**src/hdl/double_ended_queue_assert.svh**
```systemverilog
// Assertion macros used by the deque top-level RTL
`ifndef DOUBLE_ENDED_QUEUE_ASSERT_SVH
`define DOUBLE_ENDED_QUEUE_ASSERT_SVH

// Same-cycle implication, masked while reset is held
`define DQ_ASSERT_SAME(lbl, clk, rst_n, ante, cons, msg) \
    lbl: assert property (@(posedge clk) disable iff (!(rst_n)) (ante) |-> (cons)) \
        else $error(msg);

// Next-cycle implication, masked while reset is held
`define DQ_ASSERT_NEXT(lbl, clk, rst_n, ante, cons, msg) \
    lbl: assert property (@(posedge clk) disable iff (!(rst_n)) (ante) |=> (cons)) \
        else $error(msg);

`endif

```
**src/hdl/dq_pkg.sv**
```systemverilog
package dq_pkg;

    // Storage geometry
    localparam int DEPTH  = 16;
    localparam int IDX_W  = $clog2(DEPTH);
    localparam int CNT_W  = $clog2(DEPTH + 1);
    localparam int DATA_W = 32;
    localparam int FUNC_W = 3;
    localparam int ST_W   = 2;

    // Output tdata: value then count, padded to whole bytes
    localparam int OUT_TDATA_W = ((DATA_W + CNT_W + 7) / 8) * 8;

    // Request codes
    typedef enum logic [FUNC_W-1:0] {
        F_PUSH_FRONT = 3'd0,
        F_PUSH_BACK  = 3'd1,
        F_POP_FRONT  = 3'd2,
        F_POP_BACK   = 3'd3,
        F_LENGTH     = 3'd4,
        F_DUMP       = 3'd5,
        F_SORT_DUMP  = 3'd6
    } t_func;

    // Result status codes
    localparam logic [ST_W-1:0] ST_OK    = 2'd0;
    localparam logic [ST_W-1:0] ST_EMPTY = 2'd1;
    localparam logic [ST_W-1:0] ST_FULL  = 2'd2;

    // Request to the shared index / compare unit
    typedef struct packed {
        logic [IDX_W-1:0]         base;
        logic [CNT_W-1:0]         offset;
        logic signed [DATA_W-1:0] a;
        logic signed [DATA_W-1:0] b;
    } t_unit_req;

    typedef struct packed {
        logic [IDX_W-1:0] idx;
        logic             less;
    } t_unit_rsp;

    // Memory write port
    typedef struct packed {
        logic                     en;
        logic [IDX_W-1:0]         addr;
        logic signed [DATA_W-1:0] data;
    } t_mem_wr;

    // Memory read port
    typedef struct packed {
        logic             en;
        logic [IDX_W-1:0] addr;
    } t_mem_rd;

endpackage

```
**src/hdl/double_ended_queue.sv**
```systemverilog
// Channel   Dir  tdata (low bit up)                        tuser         tlast
// s (req)   in   item_value[31:0]                          func[2:0]     -
// m (res)   out  result_value[31:0], stored_count[36:32]  status[1:0]   last
//
// One request at a time; o_s_tready is high only between requests.
// Sorted dump copies the ring into scratch, exchange-sorts it there, then sends it out,
// paced by the single read port of each store and the one shared comparator.
// Reset (i_rst_n low, synchronous) empties the deque; stores are not cleared.
// A stalled result holds the sequencer until the beat is taken.
`include "double_ended_queue_assert.svh"

module double_ended_queue (
    input  logic                               i_clk,
    input  logic                               i_rst_n,
    input  logic                               i_s_tvalid,
    output logic                               o_s_tready,
    input  logic [dq_pkg::DATA_W-1:0]          i_s_tdata,  // item_value
    input  logic [dq_pkg::FUNC_W-1:0]          i_s_tuser,  // func
    output logic                               o_m_tvalid,
    input  logic                               i_m_tready,
    output logic [dq_pkg::OUT_TDATA_W-1:0]     o_m_tdata,  // result_value, stored_count
    output logic [dq_pkg::ST_W-1:0]            o_m_tuser,  // status
    output logic                               o_m_tlast
);

    typedef enum logic [10:0] {
        S_IDLE     = 11'b000_0000_0001,
        S_EXEC     = 11'b000_0000_0010,
        S_POP      = 11'b000_0000_0100,
        S_COPY_RD  = 11'b000_0000_1000,
        S_COPY_WR  = 11'b000_0001_0000,
        S_SORT_LD  = 11'b000_0010_0000,
        S_SORT_RD  = 11'b000_0100_0000,
        S_SORT_CMP = 11'b000_1000_0000,
        S_SORT_ST  = 11'b001_0000_0000,
        S_OUT_RD   = 11'b010_0000_0000,
        S_OUT_WR   = 11'b100_0000_0000
    } t_state;

    t_state r_state, n_state;
    logic [dq_pkg::IDX_W-1:0]         r_front, n_front;
    logic [dq_pkg::CNT_W-1:0]         r_count, n_count;
    logic [dq_pkg::CNT_W-1:0]         r_i, n_i;
    logic [dq_pkg::CNT_W-1:0]         r_j, n_j;
    logic signed [dq_pkg::DATA_W-1:0] r_a, n_a;
    logic                             r_sorted, n_sorted;
    dq_pkg::t_func                    r_func;
    logic signed [dq_pkg::DATA_W-1:0] r_item;

    logic                             r_out_valid;
    logic signed [dq_pkg::DATA_W-1:0] r_out_value;
    logic [dq_pkg::ST_W-1:0]          r_out_status;
    logic [dq_pkg::CNT_W-1:0]         r_out_count;
    logic                             r_out_last;

    logic                             emit;
    logic signed [dq_pkg::DATA_W-1:0] e_value;
    logic [dq_pkg::ST_W-1:0]          e_status;
    logic                             e_last;
    logic                             out_free;
    logic                             s_accept;
    logic                             i_last;
    logic                             j_last;

    dq_pkg::t_unit_req                unit_req;
    dq_pkg::t_unit_rsp                unit_rsp;
    dq_pkg::t_mem_wr                  dq_wr, sc_wr;
    dq_pkg::t_mem_rd                  dq_rd, sc_rd;
    logic signed [dq_pkg::DATA_W-1:0] dq_data, sc_data;

    dq_unit u_unit (
        .i_req (unit_req),
        .o_rsp (unit_rsp)
    );

    dq_mem u_mem (
        .i_clk     (i_clk),
        .i_dq_wr   (dq_wr),
        .i_dq_rd   (dq_rd),
        .o_dq_data (dq_data),
        .i_sc_wr   (sc_wr),
        .i_sc_rd   (sc_rd),
        .o_sc_data (sc_data)
    );

    assign o_s_tready = (r_state == S_IDLE);
    assign s_accept   = i_s_tvalid && o_s_tready;
    assign out_free   = !r_out_valid || i_m_tready;
    assign i_last     = (r_i == r_count - 1'b1);
    assign j_last     = (r_j == r_count - 1'b1);

    // Shared unit operands: ring base and offset, comparator inputs
    always_comb begin
        unit_req.base   = r_front;
        unit_req.offset = r_i;
        unit_req.a      = r_a;
        unit_req.b      = sc_data;
        if (r_state == S_EXEC) begin
            unique case (r_func)
                dq_pkg::F_PUSH_FRONT: unit_req.offset = dq_pkg::CNT_W'(dq_pkg::DEPTH - 1);
                dq_pkg::F_PUSH_BACK:  unit_req.offset = r_count;
                dq_pkg::F_POP_BACK:   unit_req.offset = r_count - 1'b1;
                default:              unit_req.offset = '0;
            endcase
        end else if (r_state == S_POP) begin
            // pop front moves the front on by one
            unit_req.offset = dq_pkg::CNT_W'(1);
        end
    end

    // Sequencer
    always_comb begin
        n_state  = r_state;
        n_front  = r_front;
        n_count  = r_count;
        n_i      = r_i;
        n_j      = r_j;
        n_a      = r_a;
        n_sorted = r_sorted;
        emit     = 1'b0;
        e_value  = '0;
        e_status = dq_pkg::ST_OK;
        e_last   = 1'b1;

        dq_wr      = '0;
        sc_wr      = '0;
        dq_rd.en   = 1'b0;
        dq_rd.addr = unit_rsp.idx;
        sc_rd.en   = 1'b0;
        sc_rd.addr = r_i[dq_pkg::IDX_W-1:0];

        unique case (r_state)
            S_IDLE: begin
                if (s_accept) begin
                    n_state = S_EXEC;
                end
            end
            S_EXEC: begin
                if (out_free) begin
                    n_state = S_IDLE;
                    n_i     = '0;
                    unique case (r_func)
                        dq_pkg::F_PUSH_FRONT, dq_pkg::F_PUSH_BACK: begin
                            emit = 1'b1;
                            if (r_count == dq_pkg::CNT_W'(dq_pkg::DEPTH)) begin
                                e_status = dq_pkg::ST_FULL;
                            end else begin
                                dq_wr.en   = 1'b1;
                                dq_wr.addr = unit_rsp.idx;
                                dq_wr.data = r_item;
                                n_count    = r_count + 1'b1;
                                if (r_func == dq_pkg::F_PUSH_FRONT) begin
                                    n_front = unit_rsp.idx;
                                end
                            end
                        end
                        dq_pkg::F_POP_FRONT, dq_pkg::F_POP_BACK: begin
                            if (r_count == '0) begin
                                emit     = 1'b1;
                                e_status = dq_pkg::ST_EMPTY;
                            end else begin
                                dq_rd.en = 1'b1;
                                n_state  = S_POP;
                            end
                        end
                        dq_pkg::F_DUMP, dq_pkg::F_SORT_DUMP: begin
                            if (r_count == '0) begin
                                emit     = 1'b1;
                                e_status = dq_pkg::ST_EMPTY;
                            end else begin
                                n_sorted = (r_func == dq_pkg::F_SORT_DUMP);
                                n_state  = (r_func == dq_pkg::F_SORT_DUMP) ? S_COPY_RD
                                                                          : S_OUT_RD;
                            end
                        end
                        default: begin
                            emit = 1'b1;
                        end
                    endcase
                end
            end
            S_POP: begin
                if (out_free) begin
                    emit    = 1'b1;
                    e_value = dq_data;
                    n_count = r_count - 1'b1;
                    if (r_func == dq_pkg::F_POP_FRONT) begin
                        n_front = unit_rsp.idx;
                    end
                    n_state = S_IDLE;
                end
            end
            // Copy the ring into scratch in logical order
            S_COPY_RD: begin
                dq_rd.en = 1'b1;
                n_state  = S_COPY_WR;
            end
            S_COPY_WR: begin
                sc_wr.en   = 1'b1;
                sc_wr.addr = r_i[dq_pkg::IDX_W-1:0];
                sc_wr.data = dq_data;
                if (i_last) begin
                    n_i     = '0;
                    n_state = S_SORT_LD;
                end else begin
                    n_i     = r_i + 1'b1;
                    n_state = S_COPY_RD;
                end
            end
            // Exchange sort; r_a carries the live value of scratch[i]
            S_SORT_LD: begin
                sc_rd.en = 1'b1;
                n_j      = '0;
                n_state  = S_SORT_RD;
            end
            S_SORT_RD: begin
                if (r_j == '0) begin
                    n_a = sc_data;
                end
                sc_rd.en   = 1'b1;
                sc_rd.addr = r_j[dq_pkg::IDX_W-1:0];
                n_state    = S_SORT_CMP;
            end
            S_SORT_CMP: begin
                if ((r_j != r_i) && unit_rsp.less) begin
                    sc_wr.en   = 1'b1;
                    sc_wr.addr = r_j[dq_pkg::IDX_W-1:0];
                    sc_wr.data = r_a;
                    n_a        = sc_data;
                end
                n_j     = r_j + 1'b1;
                n_state = j_last ? S_SORT_ST : S_SORT_RD;
            end
            S_SORT_ST: begin
                sc_wr.en   = 1'b1;
                sc_wr.addr = r_i[dq_pkg::IDX_W-1:0];
                sc_wr.data = r_a;
                if (i_last) begin
                    n_i     = '0;
                    n_state = S_OUT_RD;
                end else begin
                    n_i     = r_i + 1'b1;
                    n_state = S_SORT_LD;
                end
            end
            // Result beats, one entry each
            S_OUT_RD: begin
                dq_rd.en = !r_sorted;
                sc_rd.en = r_sorted;
                n_state  = S_OUT_WR;
            end
            S_OUT_WR: begin
                if (out_free) begin
                    emit    = 1'b1;
                    e_value = r_sorted ? sc_data : dq_data;
                    e_last  = i_last;
                    n_i     = r_i + 1'b1;
                    n_state = i_last ? S_IDLE : S_OUT_RD;
                end
            end
            default: begin
                n_state = S_IDLE;
            end
        endcase
    end

    // Control state
    always_ff @(posedge i_clk) begin
        if (!i_rst_n) begin
            r_state     <= S_IDLE;
            r_front     <= '0;
            r_count     <= '0;
            r_i         <= '0;
            r_j         <= '0;
            r_sorted    <= 1'b0;
            r_out_valid <= 1'b0;
        end else begin
            r_state  <= n_state;
            r_front  <= n_front;
            r_count  <= n_count;
            r_i      <= n_i;
            r_j      <= n_j;
            r_sorted <= n_sorted;
            if (emit) begin
                r_out_valid <= 1'b1;
            end else if (i_m_tready) begin
                r_out_valid <= 1'b0;
            end
        end
    end

    // Payload: request latch, sort holding value, result beat
    always_ff @(posedge i_clk) begin
        r_a <= n_a;
        if (s_accept) begin
            r_func <= dq_pkg::t_func'(i_s_tuser);
            r_item <= i_s_tdata;
        end
        if (emit) begin
            r_out_value  <= e_value;
            r_out_status <= e_status;
            r_out_count  <= n_count;
            r_out_last   <= e_last;
        end
    end

    assign o_m_tvalid = r_out_valid;
    assign o_m_tdata  = {{(dq_pkg::OUT_TDATA_W - dq_pkg::DATA_W - dq_pkg::CNT_W){1'b0}},
                         r_out_count, r_out_value};
    assign o_m_tuser  = r_out_status;
    assign o_m_tlast  = r_out_last;

    `DQ_ASSERT_SAME(a_count_bound, i_clk, i_rst_n, 1'b1, r_count <= dq_pkg::CNT_W'(dq_pkg::DEPTH), "entry count beyond depth")
    `DQ_ASSERT_NEXT(a_accept_exec, i_clk, i_rst_n, s_accept, r_state == S_EXEC, "accepted request not executed")
    `DQ_ASSERT_SAME(a_full_status, i_clk, i_rst_n, o_m_tvalid && (o_m_tuser == dq_pkg::ST_FULL), r_out_count == dq_pkg::CNT_W'(dq_pkg::DEPTH), "full status with room left")

endmodule

```
**src/hdl/dq_unit.sv**
```systemverilog
module dq_unit (
    input  dq_pkg::t_unit_req i_req,
    output dq_pkg::t_unit_rsp o_rsp
);

    logic [dq_pkg::CNT_W:0] sum;

    // Ring index: base + offset stays below twice the depth for every index used, so one subtract wraps it
    always_comb begin
        sum = {{(dq_pkg::CNT_W + 1 - dq_pkg::IDX_W){1'b0}}, i_req.base}
            + {1'b0, i_req.offset};
        if (sum >= (dq_pkg::CNT_W + 1)'(dq_pkg::DEPTH)) begin
            sum = sum - (dq_pkg::CNT_W + 1)'(dq_pkg::DEPTH);
        end
        o_rsp.idx  = sum[dq_pkg::IDX_W-1:0];
        o_rsp.less = (i_req.a < i_req.b);
    end

endmodule

```
**src/hdl/dq_mem.sv**
```systemverilog
module dq_mem (
    input  logic                            i_clk,
    input  dq_pkg::t_mem_wr                 i_dq_wr,
    input  dq_pkg::t_mem_rd                 i_dq_rd,
    output logic signed [dq_pkg::DATA_W-1:0] o_dq_data,
    input  dq_pkg::t_mem_wr                 i_sc_wr,
    input  dq_pkg::t_mem_rd                 i_sc_rd,
    output logic signed [dq_pkg::DATA_W-1:0] o_sc_data
);

    logic signed [dq_pkg::DATA_W-1:0] r_dq_mem [dq_pkg::DEPTH];
    logic signed [dq_pkg::DATA_W-1:0] r_sc_mem [dq_pkg::DEPTH];

    // Deque ring store
    always_ff @(posedge i_clk) begin
        if (i_dq_wr.en) begin
            r_dq_mem[i_dq_wr.addr] <= i_dq_wr.data;
        end
        if (i_dq_rd.en) begin
            o_dq_data <= r_dq_mem[i_dq_rd.addr];
        end
    end

    // Sort scratch store
    always_ff @(posedge i_clk) begin
        if (i_sc_wr.en) begin
            r_sc_mem[i_sc_wr.addr] <= i_sc_wr.data;
        end
        if (i_sc_rd.en) begin
            o_sc_data <= r_sc_mem[i_sc_rd.addr];
        end
    end

endmodule

```
**config.mk**
```make
export PLATFORM = sky130hd
export DESIGN_NAME = double_ended_queue
export DESIGN_NICKNAME = d
export VERILOG_FILES = /design/src/hdl/dq_pkg.sv /design/src/hdl/double_ended_queue.sv /design/src/hdl/dq_unit.sv /design/src/hdl/dq_mem.sv
export VERILOG_INCLUDE_DIRS = /design/src /design/src/hdl
export SDC_FILE = /design/constraint.sdc
export NUM_CORES = 1
export LEC_CHECK = 0
export BUFFER_PORTS_ARGS = -buffer_cell sky130_fd_sc_hd__clkbuf_2
export CAP_MARGIN = 20
export CORE_MARGIN = 2
export CORE_UTILIZATION = 50
export CTS_BUF_LIST = sky130_fd_sc_hd__clkbuf_8
export CTS_CLUSTER_SIZE = 20
export DETAILED_ROUTE_END_ITERATION = 12
export PLACE_DENSITY_LB_ADDON = 0.08
export SLEW_MARGIN = 10
export SYNTH_ARGS = -nofsm -noshare
export SYNTH_HDL_FRONTEND = slang
export SYNTH_SLANG_ARGS = --single-unit
```
**constraint.sdc**
```tcl
create_clock -name i_clk -period 8.34 [get_ports i_clk]
set_input_delay 0.834 -clock i_clk [delete_from_list [all_inputs] [get_ports i_clk]]
set_output_delay 0.834 -clock i_clk [all_outputs]
set_load 0.02 [all_outputs]
```
; Word level (Yosys, flattened, before mapping)
; Memory sizes are Yosys's and may differ from the RTL's. A register that Yosys moved wholly into a read port is not among the register bits.
; Cells that the tools add are included.
[classes]
addsub = 6
order_cmp = 2
eq_ne = 30
mux = 67
bitwise = 1
n_reduce_logical = 27
[ops]
columns = op, n
row1 = 37-bit 2-to-1 mux, 5
row2 = 32-bit 2-to-1 mux, 5
row3 = 32-bit one-hot mux with 2 select lines, 2
row4 = 11-bit one-hot mux with 11 select lines, 1
row5 = 37-bit one-hot mux with 3 select lines, 1
row6 = 5-bit 2-to-1 mux, 9
row7 = 11-bit 2-to-1 mux, 4
row8 = 10-bit 2-to-1 mux, 4
row9 = 32-bit < comparator, 1
row10 = 4-bit 2-to-1 mux, 8
row11 = 5-bit one-hot mux with 3 select lines, 2
row12 = 10-bit one-hot mux with 2 select lines, 1
row13 = 5-bit one-hot mux with 2 select lines, 2
row14 = "5-bit by 1-bit adder with 5-bit output, second input constant", 3
row15 = 1-bit 2-to-1 mux, 14
row16 = "2-bit != test, second input constant", 6
row17 = 2-bit OR reduction, 6
row18 = "11-bit by 1-bit == test with 1-bit output, second input constant", 1
row19 = "11-bit by 10-bit == test with 1-bit output, second input constant", 1
row20 = "11-bit == test, second input constant", 1
row21 = "11-bit by 2-bit == test with 1-bit output, second input constant", 1
row22 = "11-bit by 3-bit == test with 1-bit output, second input constant", 1
row23 = "11-bit by 4-bit == test with 1-bit output, second input constant", 1
row24 = "11-bit by 5-bit == test with 1-bit output, second input constant", 1
row25 = other kinds (36), 52
[totals]
ff_bits = 139
mem_bits_rw = 1024
in_bits = 39
out_inout_bits = 45
word_cells = 149
n_memories = 2
[memory_table]
columns = memory, words, width, rd, rd_ports_with_merged_regs, write_ports, line_no
row1 = u_mem.r_dq_mem, 16, 32, 1, 1, 1, dq_mem.sv:11  ; logic signed [dq_pkg::DATA_W-1:0] r_dq_mem [dq_pkg::DEPTH];
row2 = u_mem.r_sc_mem, 16, 32, 1, 1, 1, dq_mem.sv:12  ; logic signed [dq_pkg::DATA_W-1:0] r_sc_mem [dq_pkg::DEPTH];

; Depth between registers and ports, before layout
; Gate-level depths: netlist (run 1).
[logic_depth]
word_depth = 12
depth_mapped = 15
ltp_nobuf = 12

; Hierarchy
; From an unflattened synthesis (run 1), not the netlist that was laid out.
[unflattened]
hier_cells = 2399
hier_area_um2 = 48257.5
[modules_own_cells]
columns = module, n_inst, cells_per_inst, area_each_um2
row1 = dq_mem, 1, 1676, 40331.2
row2 = double_ended_queue, 1, 600, 7034.2
row3 = dq_unit, 1, 123, 892.1

; Least setup slack after synthesis (run 1)
; No wires, ideal clock.
[synth_path]
kind = register -> register
from = register r_state[5]
to = memory u_mem.r_dq_mem[3][0] (netlist name), enable pin
t_arrival_ns = 5.944
required_time_ns = 7.838
setup_slack_ns = 1.894
path_stages_with_launch = 14
n_path_buf = 5
synth_period_minus_slack_ns = 6.446
cell_sequence = dfxtp_1 > buf_2 > nor4_4 > and4_1 > clkbuf_1 > o21ai_0 > o31ai_1 > ha_1 > inv_1 > fa_1 > clkbuf_1 > clkbuf_1 > clkbuf_1 > nor4_1
[synth_via]
elab_chain_cells = 10
elab_cells_between_ends = 14
classes_between = add/sub (2) / order compare (1) / eq/ne (2) / mux (9)
[synth_rtl]
columns = element, line_no
row1 = "start, declared", double_ended_queue.sv:40  ; t_state r_state, n_state;
row2 = "start signal, assigned", double_ended_queue.sv:278  ; r_state <= n_state;
row3 = 11-bit by 3-bit == test with 1-bit output, double_ended_queue.sv:105  ; end else if (r_state == S_POP) begin
row4 = 5-bit 2-to-1 mux, double_ended_queue.sv:105
row5 = 5-bit 2-to-1 mux, double_ended_queue.sv:98  ; if (r_state == S_EXEC) begin
row6 = 4-bit by 5-bit adder with 6-bit output, dq_unit.sv:11  ; + {1'b0, i_req.offset};
row7 = 6-bit by 5-bit >= comparator with 1-bit output or 4-bit by 1-bit subtractor with 4-bit output (tied branches), "dq_unit.sv:12, dq_unit.sv:13"
row8 = 4-bit 2-to-1 mux, dq_unit.sv:12  ; if (sum >= (dq_pkg::CNT_W + 1)'(dq_pkg::DEPTH)) begin
row9 = 37-bit 2-to-1 mux, double_ended_queue.sv:145  ; if (r_count == dq_pkg::CNT_W'(dq_pkg::DEPTH)) begin
row10 = 37-bit 2-to-1 mux, double_ended_queue.sv:142  ; unique case (r_func)
row11 = 37-bit 2-to-1 mux, double_ended_queue.sv:139  ; if (out_free) begin
row12 = 37-bit 2-to-1 mux (*), double_ended_queue.sv:132  ; unique case (r_state)
row13 = "end, declared", dq_mem.sv:11
; Every way passes the cells marked *; elsewhere a longest branch is shown, timed or not.

; Worst setup path in the final report (run 1)
[layout_path]
from = register r_state[10]
to = memory u_mem.r_dq_mem[5][8] (netlist name), enable pin
; The elaborated chain is that of the path after synthesis.

==> summary.md, run 1 <==
| Metric | Value |
|---|---|
| Initial DRC Count | 2353 |
| Hold WS | 150 ps |
| Num CTS Buffers | 194 |
| Post CTS Setup Buffer Count | 0 |
| Period minus WS final | 5350 ps |
| Setup TNS Final | 0 ps |
| Die area | 0.0994 mm² |
| Status | finished clean |
| Width of the die | 315 µm |
| Mapped Avg Cell Area | 18.0 µm² |
| Grt met1 use | 32.0% |
| Clock latency on the worst-skew pair | 870 ps |
| Fmax | 187 MHz |
| R2R Setup Slk | 2990 ps |
| CP bufs+invs | 3 |
| Hold buffer count at cts | 0 |
| CTS resizes | 0 |
| DR vias/cell | 5.92 |
| Clock slew at reported path FFs | 60 ps |
| Worst-margin pin slew | 1170 ps |
| Period utilization | 64.2% |
| Area of the multi-input gates | 0.0114 mm² |
| Leakage | 18.0 nW |
| # IOs | 84 |
| Yosys warns | 0 |
| Slew HR | 22.1% |
| Layout cells sized above 1 | 21.3% |
| Row Count | 114 |
| FF/Latch Area | 0.0365 mm² |
| Met3 Usage GRT | 4.30% |
| P&R area growth vs syn | 11.8% |
| Max Fanout on Critical Path | 53 |
| Asr flop ratio synth | 0% |
| Routed vias | 25500 |
| CP Class | reg -> reg |
| Antenna violation net count after detailed routing | 0 |
| Worst Path Arrival | 5810 ps |
| Worst path depth | 11 |
| Synth unique cells | 73 |
| Clock Path Buffers | 3 |
| Port Buf Inserts | 80 |
| Hold crit path type | in -> reg |
| CP Cell Sequence | nor3_1 -> nand4_1 -> o31ai_1 -> ha_4 -> inv_1 -> fa_4 -> xnor2_2 -> buf_4 -> nand2_1 -> nor3_2 -> buf_4 |
| Largest delay share family, worst path | buffers and inverters |
| Post-synthesis register bit count | 1227 |
| Placer congestion estimate | 0.802 |
| CP startpoint kind | flop |
| Power per standard cell area | 219 mW/mm² |
| Mapped Area | 0.0484 mm² |
| Critical path required time | 8790 ps |
| TritonCTS sink count | 1227 |
| Worst Setup SP | r_state[10]$_SDFFE_PN0P_ |
| CP max stage cell | buf_4 |
| Max Cap Viol | 0 |
| Max VDD drop | 0.169 mV |
| Clock Skews | 41.6 ps |
| First-pass DRT Iterations | 7 |
| Final setup violation count | 0 |
| Register area share after synthesis | 75.4% |
| Main synth FF type | edfxtp_1 |
| Layout fillers | 7467 |
| Initial antenna violation count | 1 |
| CTS tree | built |
| Worst reg2reg path endpoint | u_mem.r_dq_mem[5][8]$_DFFE_PP_ |
| Critical path endpoint | u_mem.r_dq_mem[5][8]$_DFFE_PP_ |
| GRT Total Usage | 23.8% |
| DRC | 0 |
| DP HPWL | 64.5 mm |
| Crit. End Element | flop |
| Pin count of the biggest net entering global routing | 109 |
| Mapped Cells | 2698 |
| WL/cell | 27.0 µm |
| Reg2reg start | r_state[10]$_SDFFE_PN0P_ |
| Final Max Tran Viols | 0 |
| H-tree levels | 4 |
| Most used cell, CP | buf_4 |
| Top Usage Layer GRT | met2 |
| RSZ-0062 raised after global routing | false |
| Root buffer cell | clkbuf_8 |
| Nets | 2967 |
| Initial Utilization | 50.3% |
| First-pass GRT wire length | 171 mm |
| Number of synthesized flops with an enable pin | 1195 |
| CORE AREA | 0.0963 mm² |
| Die height | 315 µm |
| R2R depth | 11 |
| Worst path max stage delay | 720 ps |
| M2 GR Usage | 39.5% |
| Final wirelength | 116 mm |
| Grt ovf | 0 |
| Vias in the first global route | 26300 |
| Hold Vio Cnt, Final | 0 |
==> worst reg2reg max path, delay by kind of cell (launching register included) <==
family | cells | cell delay [ps]
flops | 1 | 400
buf+inv | 3 | 1350
fa+ha+maj | 2 | 720
xor+xnor | 1 | 660
simple gates | 4 | 1290
compound gates | 1 | 530
==> cell families after synthesis <==
| group | synth area share (%) |
|---|---|
| compound gates | 4.28 |
| xor+xnor | 0.612 |
| fa+ha+maj | 1.05 |
| buf+inv | 1.76 |
| flops | 75.4 |
| mux | 10.5 |
| other cells | 0.00774 |
| simple gates | 6.37 |
==> cells in the mapped netlist (4+ instances only) <==
library cell	count	share of area [%]
clkbuf_1	103	0.80
a22o_1	64	1.2
buf_1	7	0.054
edfxtp_1	1195	74
mux2i_1	74	1.5
nand4_1	41	0.53
xor2_1	14	0.25
a211oi_1	33	0.51
nor4_2	4	0.10
buf_4	6	0.093
nor4_1	14	0.18
dfxtp_1	32	1.3
ha_1	39	1.0
xnor2_1	18	0.33
nor2_1	54	0.42
o21ai_0	37	0.38
mux4_2	192	8.9
nand2b_1	5	0.065
a21oi_1	39	0.40
a21o_1	5	0.078
a32oi_1	34	0.61
nand3_1	77	0.80
and2_1	73	0.94
o21ai_1	14	0.14
o31ai_1	5	0.078
nor2b_1	9	0.12
inv_1	43	0.33
a31oi_1	37	0.48
nor3_1	23	0.24
nand2_1	302	2.3
nor3b_1	6	0.093
buf_2	38	0.39
==> how the worst min path moves through the flow <==
stage	from	to	slack, ps	cells past startpoint
2_1_floorplan	u_mem.o_sc_data[10]$_DFFE_PP_	r_a[10]$_DFFE_PP_	450	0
3_3_place_gp	u_mem.o_sc_data[21]$_DFFE_PP_	r_a[21]$_DFFE_PP_	470	0
3_5_place_dp	u_mem.o_sc_data[22]$_DFFE_PP_	r_a[22]$_DFFE_PP_	470	0
4_1_cts	i_s_tdata[3]	r_item[3]$_DFFE_PP_	70	1
5_1_grt	i_s_tdata[18]	r_item[18]$_DFFE_PP_	100	1
6_report	i_s_tdata[3]	r_item[3]$_DFFE_PP_	150	1
==> cells in the final DEF (no fill, tap or decap), drive strengths merged, types with 32 or more instances in the layout <==
| master | count |
|---|---|
| nor2 | 54 |
| a22o | 64 |
| clkbuf | 279 |
| nand4 | 42 |
| mux4 | 192 |
| ha | 39 |
| a31oi | 38 |
| and2 | 73 |
| a32oi | 35 |
| inv | 108 |
| mux2i | 75 |
| a211oi | 33 |
| buf | 69 |
| nand3 | 78 |
| dfxtp | 32 |
| edfxtp | 1195 |
| clkinv | 68 |
| o21ai | 51 |
| a21oi | 41 |
| nand2 | 302 |
==> metal layers <==
layer / wire length (µm) / part of all wire [%] / vias up
li1: - / - / 11200
met1: 47900 / 41 / 13200
met2: 58200 / 50 / 961
met3: 7310 / 6.3 / 203
met4: 2940 / 2.5 / 0
met5: 0 / 0 / -
==> cell type report <==
cell class                      instances  share of cell area [%]
Sequential cell                      1227                    67.4
Timing Repair Buffer                  150                    1.76
Tap cell                             1276                    2.95
Multi-Input combinational cell       1271                    21.1
Clock buffer                          198                    5.03
Clock inverter                        144                    1.42
Inverter                               44                   0.305
Antenna cell                            5                  0.0231
==> registers in the layout (all words and copies together) (netlist names), 11 cells and up <==
| register | cells |
|---|---|
| r_state | 11 |
| u_mem.o_dq_data | 32 |
| r_a | 32 |
| r_out_value | 32 |
| r_item | 32 |
| u_mem.o_sc_data | 32 |
| u_mem.r_dq_mem | 512 |
| u_mem.r_sc_mem | 512 |
==> metrics by stage <==
| stage | util [%] | std cells | power, mW | area (µm²) | setup slack, ps |
|---|---|---|---|---|---|
| global placement | 52.6 | 3967 | 7.31 | 50600 | 3150 |
| global route | 56.3 | 4315 | 12.3 | 54200 | 2660 |
| detailed placement | 52.6 | 3967 | 7.32 | 50600 | 3030 |
| CTS | 56.2 | 4309 | 12.0 | 54100 | 2980 |
| floorplan | - | 2700 | 7.18 | 48400 | 1890 |
| finish | 56.3 | 4315 | 11.9 | 54200 | 2990 |
==> power by group <==
group          leakage (nW)  total (mW)  switching [mW]  internal, mW
Clock                  1.99        4.67            2.29          2.38
Combinational          5.09       0.383           0.250         0.133
Sequential             10.9        6.80          0.0382          6.76
Total                  18.0        11.9            2.58          9.27
Note: power is estimated with default switching activity, not from simulation.
==> inputs of run 2 (changes only) <==
--- a/config.mk
+++ b/config.mk
@@ -6,6 +6,7 @@
 export SDC_FILE = /design/constraint.sdc
 export NUM_CORES = 1
 export LEC_CHECK = 0
+export ABC_AREA = 1
 export BUFFER_PORTS_ARGS = -buffer_cell sky130_fd_sc_hd__clkbuf_2
 export CAP_MARGIN = 20
 export CORE_MARGIN = 2
==> constraint.sdc (replaced) <==
create_clock -name i_clk -period 4.3 [get_ports i_clk]
set_input_delay 0.43 -clock i_clk [delete_from_list [all_inputs] [get_ports i_clk]]
set_output_delay 0.43 -clock i_clk [all_outputs]
set_load 0.02 [all_outputs]
==> summary.md, run 2 <==
| Metric | Value |
|---|---|
| Grt ovf | 0 (unchanged) |
| Initial antenna violation count | 1 (unchanged) |
| Initial Utilization | 50.5% (was 50.3%) |
| Synth unique cells | 56 (was 73) |
| Post-synthesis register bit count | 1227 (unchanged) |
| Hold Vio Cnt, Final | 0 (unchanged) |
| Layout fillers | 7917 (was 7467) |
| Mapped Cells | 3798 (was 2698) |
| DR vias/cell | 5.86 (was 5.92) |
| Vias in the first global route | 31900 (was 26300) |
| CTS tree | built (unchanged) |
| Routed vias | 32100 (was 25500) |
| Width of the die | 320 µm (was 315 µm) |
| Max VDD drop | 0.478 mV (was 0.169 mV) |
| Period minus WS final | 3980 ps (was 5350 ps) |
| Top cells by count, synth | edfxtp_1, nor2_1, o21ai_0 (was edfxtp_1, nand2_1, mux4_2) |
| Max Fanout on Critical Path | 48 (was 53) |
| Mapped Avg Cell Area | 13.1 µm² (was 18.0 µm²) |
| Leakage | 17.9 nW (was 18.0 nW) |
| Final wirelength | 134 mm (was 116 mm) |
| Clock share of power | 34.6% (was 39.4%) |
| Port Buf Inserts | 80 (unchanged) |
| R2R depth | 18 (was 11) |
| Main synth FF type | edfxtp_1 (unchanged) |
| Status | finished clean (unchanged) |
| CTS resizes | 0 (unchanged) |
| Design Power | 27.4 mW (was 11.9 mW) |
| Nets | 4102 (was 2967) |
| DRC | 0 (unchanged) |
| Period utilization | 92.6% (was 64.2%) |
| Largest area contributor in the netlist | edfxtp_1 (unchanged) |
| Int Power | 19.5 mW (was 9.27 mW) |
| P&R area growth vs syn | 13.9% (was 11.8%) |
| Die area | 0.102 mm² (was 0.0994 mm²) |
| RSZ-0062 raised after global routing | false (unchanged) |
| Area of the multi-input gates | 0.0116 mm² (was 0.0114 mm²) |
| Logic gate share of total power | 16.4% (was 3.2%) |
| Clock latency on the worst-skew pair | 880 ps (was 870 ps) |
| Root buffer cell | clkbuf_8 (unchanged) |
| Synth top area cells | edfxtp_1, o21ai_0, nor2_1 (was edfxtp_1, mux4_2, nand2_1) |
| Hold path cells | 4 (was 1) |
| Top-count cell post-synth | edfxtp_1 (unchanged) |
| Max Cap Viol | 0 (unchanged) |
| Fmax | 251 MHz (was 187 MHz) |
| H-tree levels | 4 (unchanged) |
| Register area share after synthesis | 73.3% (was 75.4%) |
| Hold crit path type | in -> reg (unchanged) |
| Clock Skews | 41.5 ps (was 41.6 ps) |
| Worst reg2reg path endpoint | u_mem.o_dq_data[0]$_DFFE_PP_ (was u_mem.r_dq_mem[5][8]$_DFFE_PP_) |
| Sw Ratio | 28.8% (was 21.8%) |
| Hold Path End | r_count[4]$_SDFF_PN0_ (was r_item[3]$_DFFE_PP_) |
| DP HPWL | 73.8 mm (was 64.5 mm) |
| Die height | 320 µm (was 315 µm) |
| Most frequent cells in the layout | edfxtp_1, nor2_1, o21ai_0 (was edfxtp_1, nand2_1, clkbuf_8) |
| Slew HR | 24.4% (was 22.1%) |
| Top flop regs | u_mem.r_dq_mem x512, u_mem.r_sc_mem x512 (unchanged) |
| Final setup violation count | 0 (unchanged) |
| Net Sw Power | 7.90 mW (was 2.58 mW) |
| R2R Setup Slk | 320 ps (was 2990 ps) |
| Mapped Area | 0.0498 mm² (was 0.0484 mm²) |
| Sequential share of power | 49.1% (was 57.4%) |
| First-pass DRT Iterations | 6 (was 7) |
| Clock Path Buffers | 3 (unchanged) |
| Layout cells sized above 1 | 14.4% (was 21.3%) |
| First-pass GRT wire length | 198 mm (was 171 mm) |
| WL/cell | 24.4 µm (was 27.0 µm) |
| # IOs | 84 (unchanged) |
| Worst-margin pin slew | 1130 ps (was 1170 ps) |
| GRT Total Usage | 26.0% (was 23.8%) |
| Asr flop ratio synth | 0% (unchanged) |
| Final Max Tran Viols | 0 (unchanged) |
| Hold WS | 128 ps (was 150 ps) |
| Min-delay src | i_m_tready (was i_s_tdata[3]) |
| Reg2reg start | r_state[6]$_SDFFE_PN0P_ (was r_state[10]$_SDFFE_PN0P_) |
| Power per standard cell area | 483 mW/mm² (was 219 mW/mm²) |
| Yosys top cell area share | 72.0% (was 74.1%) |
| Commonest non-fill, non-tap cell in the layout | edfxtp_1 (unchanged) |
| Num CTS Buffers | 196 (was 194) |
| Critical path required time | 4980 ps (was 8790 ps) |
| Pin count of the biggest net entering global routing | 153 (was 109) |
| Crit. End Element | flop (unchanged) |
| Antenna violation net count after detailed routing | 0 (unchanged) |
| TritonCTS sink count | 1227 (unchanged) |
| FF/Latch Area | 0.0365 mm² (about the same) |
| Yosys warns | 0 (unchanged) |
| Initial DRC Count | 3090 (was 2353) |
| Placer congestion estimate | 0.873 (was 0.802) |
| Number of synthesized flops with an enable pin | 1195 (unchanged) |
| Clock slew at reported path FFs | 60 ps (about the same) |
| CORE AREA | 0.0986 mm² (was 0.0963 mm²) |
| Row Count | 115 (was 114) |
| Worst Path Arrival | 4660 ps (was 5810 ps) |
| CP startpoint kind | flop (unchanged) |
| CP Class | reg -> reg (unchanged) |
==> run 2: kinds of logic (layout without fill, tap and decap cells) <==
kind of cell | Yosys count | after routing | share of synthesized area [%]
flip-flops | 1227 | 1227 | 73.3
buffers and inverters | 463 | 843 | 4.05
adder cells (fa/ha/maj) | 40 | 40 | 1.02
other | 1 | 5 | 0.00753
AND/OR/NAND/NOR | 909 | 909 | 7.50
AO/OA/AOI/OAI | 1139 | 1139 | 13.7
XOR/XNOR | 19 | 19 | 0.349
==> run 2: layer usage <==
| metal | vias to the layer above | wire length, µm | global-route usage, % |
|---|---|---|---|
| li1 | 14600 | - | - |
| met1 | 16100 | 56000 | 34.5 |
| met2 | 1197 | 65700 | 43.7 |
| met3 | 246 | 8390 | 4.24 |
| met4 | 0 | 3460 | 8.71 |
| met5 | - | 0 | 0 |
==> run 2: power by group through the flow <==
stage | combinational, mW | clock, mW | sequential (mW)
2_1_floorplan | 3.06 | 0 | 13.7
3_3_place_gp | 4.35 | 0 | 13.7
3_5_place_dp | 4.44 | 0 | 13.7
4_1_cts | 4.48 | 9.68 | 13.4
5_1_grt | 4.93 | 10.2 | 13.4
6_report | 4.48 | 9.48 | 13.4
==> run 2: worst max path at each step <==
| stage | cells after the start | slack [ps] | from | to |
|---|---|---|---|---|
| 4_1_cts | 16 | 360 | r_state[6]$_SDFFE_PN0P_ | u_mem.r_dq_mem[11][29]$_DFFE_PP_ |
| 6_report | 18 | 320 | r_state[6]$_SDFFE_PN0P_ | u_mem.o_dq_data[0]$_DFFE_PP_ |
| 3_5_place_dp | 16 | 390 | r_state[6]$_SDFFE_PN0P_ | u_mem.r_dq_mem[7][29]$_DFFE_PP_ |
| 2_1_floorplan | 17 | -530 | r_state[6]$_SDFFE_PN0P_ | u_mem.r_dq_mem[10][0]$_DFFE_PP_ |
| 3_3_place_gp | 18 | 420 | r_state[4]$_SDFFE_PN0P_ | u_mem.o_dq_data[27]$_DFFE_PP_ |
| 5_1_grt | 16 | 50 | r_count[1]$_SDFF_PN0_ | u_mem.r_dq_mem[0][16]$_DFFE_PP_ |
==> run 2: per-stage QoR <==
stage          cells  setup slack (ps)  util, %  setup TNS [ps]  cell area, µm²
3_5_place_dp    5048               394     53.2               0           52500
3_3_place_gp    5047               418     53.2               0           52400
6_report        5469               319     57.6               0           56700
2_1_floorplan   3800              -525        -          -68200           49800
4_1_cts         5439               362     57.3               0           56500
5_1_grt         5469              48.3     57.6               0           56700
==> run 2: layout make-up <==
cell class,instances,area share [%]
Sequential cell,1227,64.4
Clock buffer,201,4.88
Inverter,219,1.48
Multi-Input combinational cell,2110,20.5
Tap cell,1287,2.84
Clock inverter,154,1.62
Antenna cell,2,0.00882
Timing Repair Buffer,269,4.29
==> run 2: repair_timing <==
action	4_1_cts	5_1_grt
hold endpoints to repair	36	0
hold buffers	36	0
setup buffers	0	0
==> run 2: worst max-delay path: stages, from the launching register on <==
cell and delay [ps]:
dfxtp_1 350, nor2_2 140, nand2_1 90, nor2_2 170
inv_2 70, nor2_4 180, inv_2 110, nand2_4 100
inv_1 60, a32oi_1 250, ha_4 190, inv_1 50
fa_4 740, inv_2 170, buf_4 450, o21ai_0 170
o22ai_1 250, o211ai_1 120, o21ai_0 110
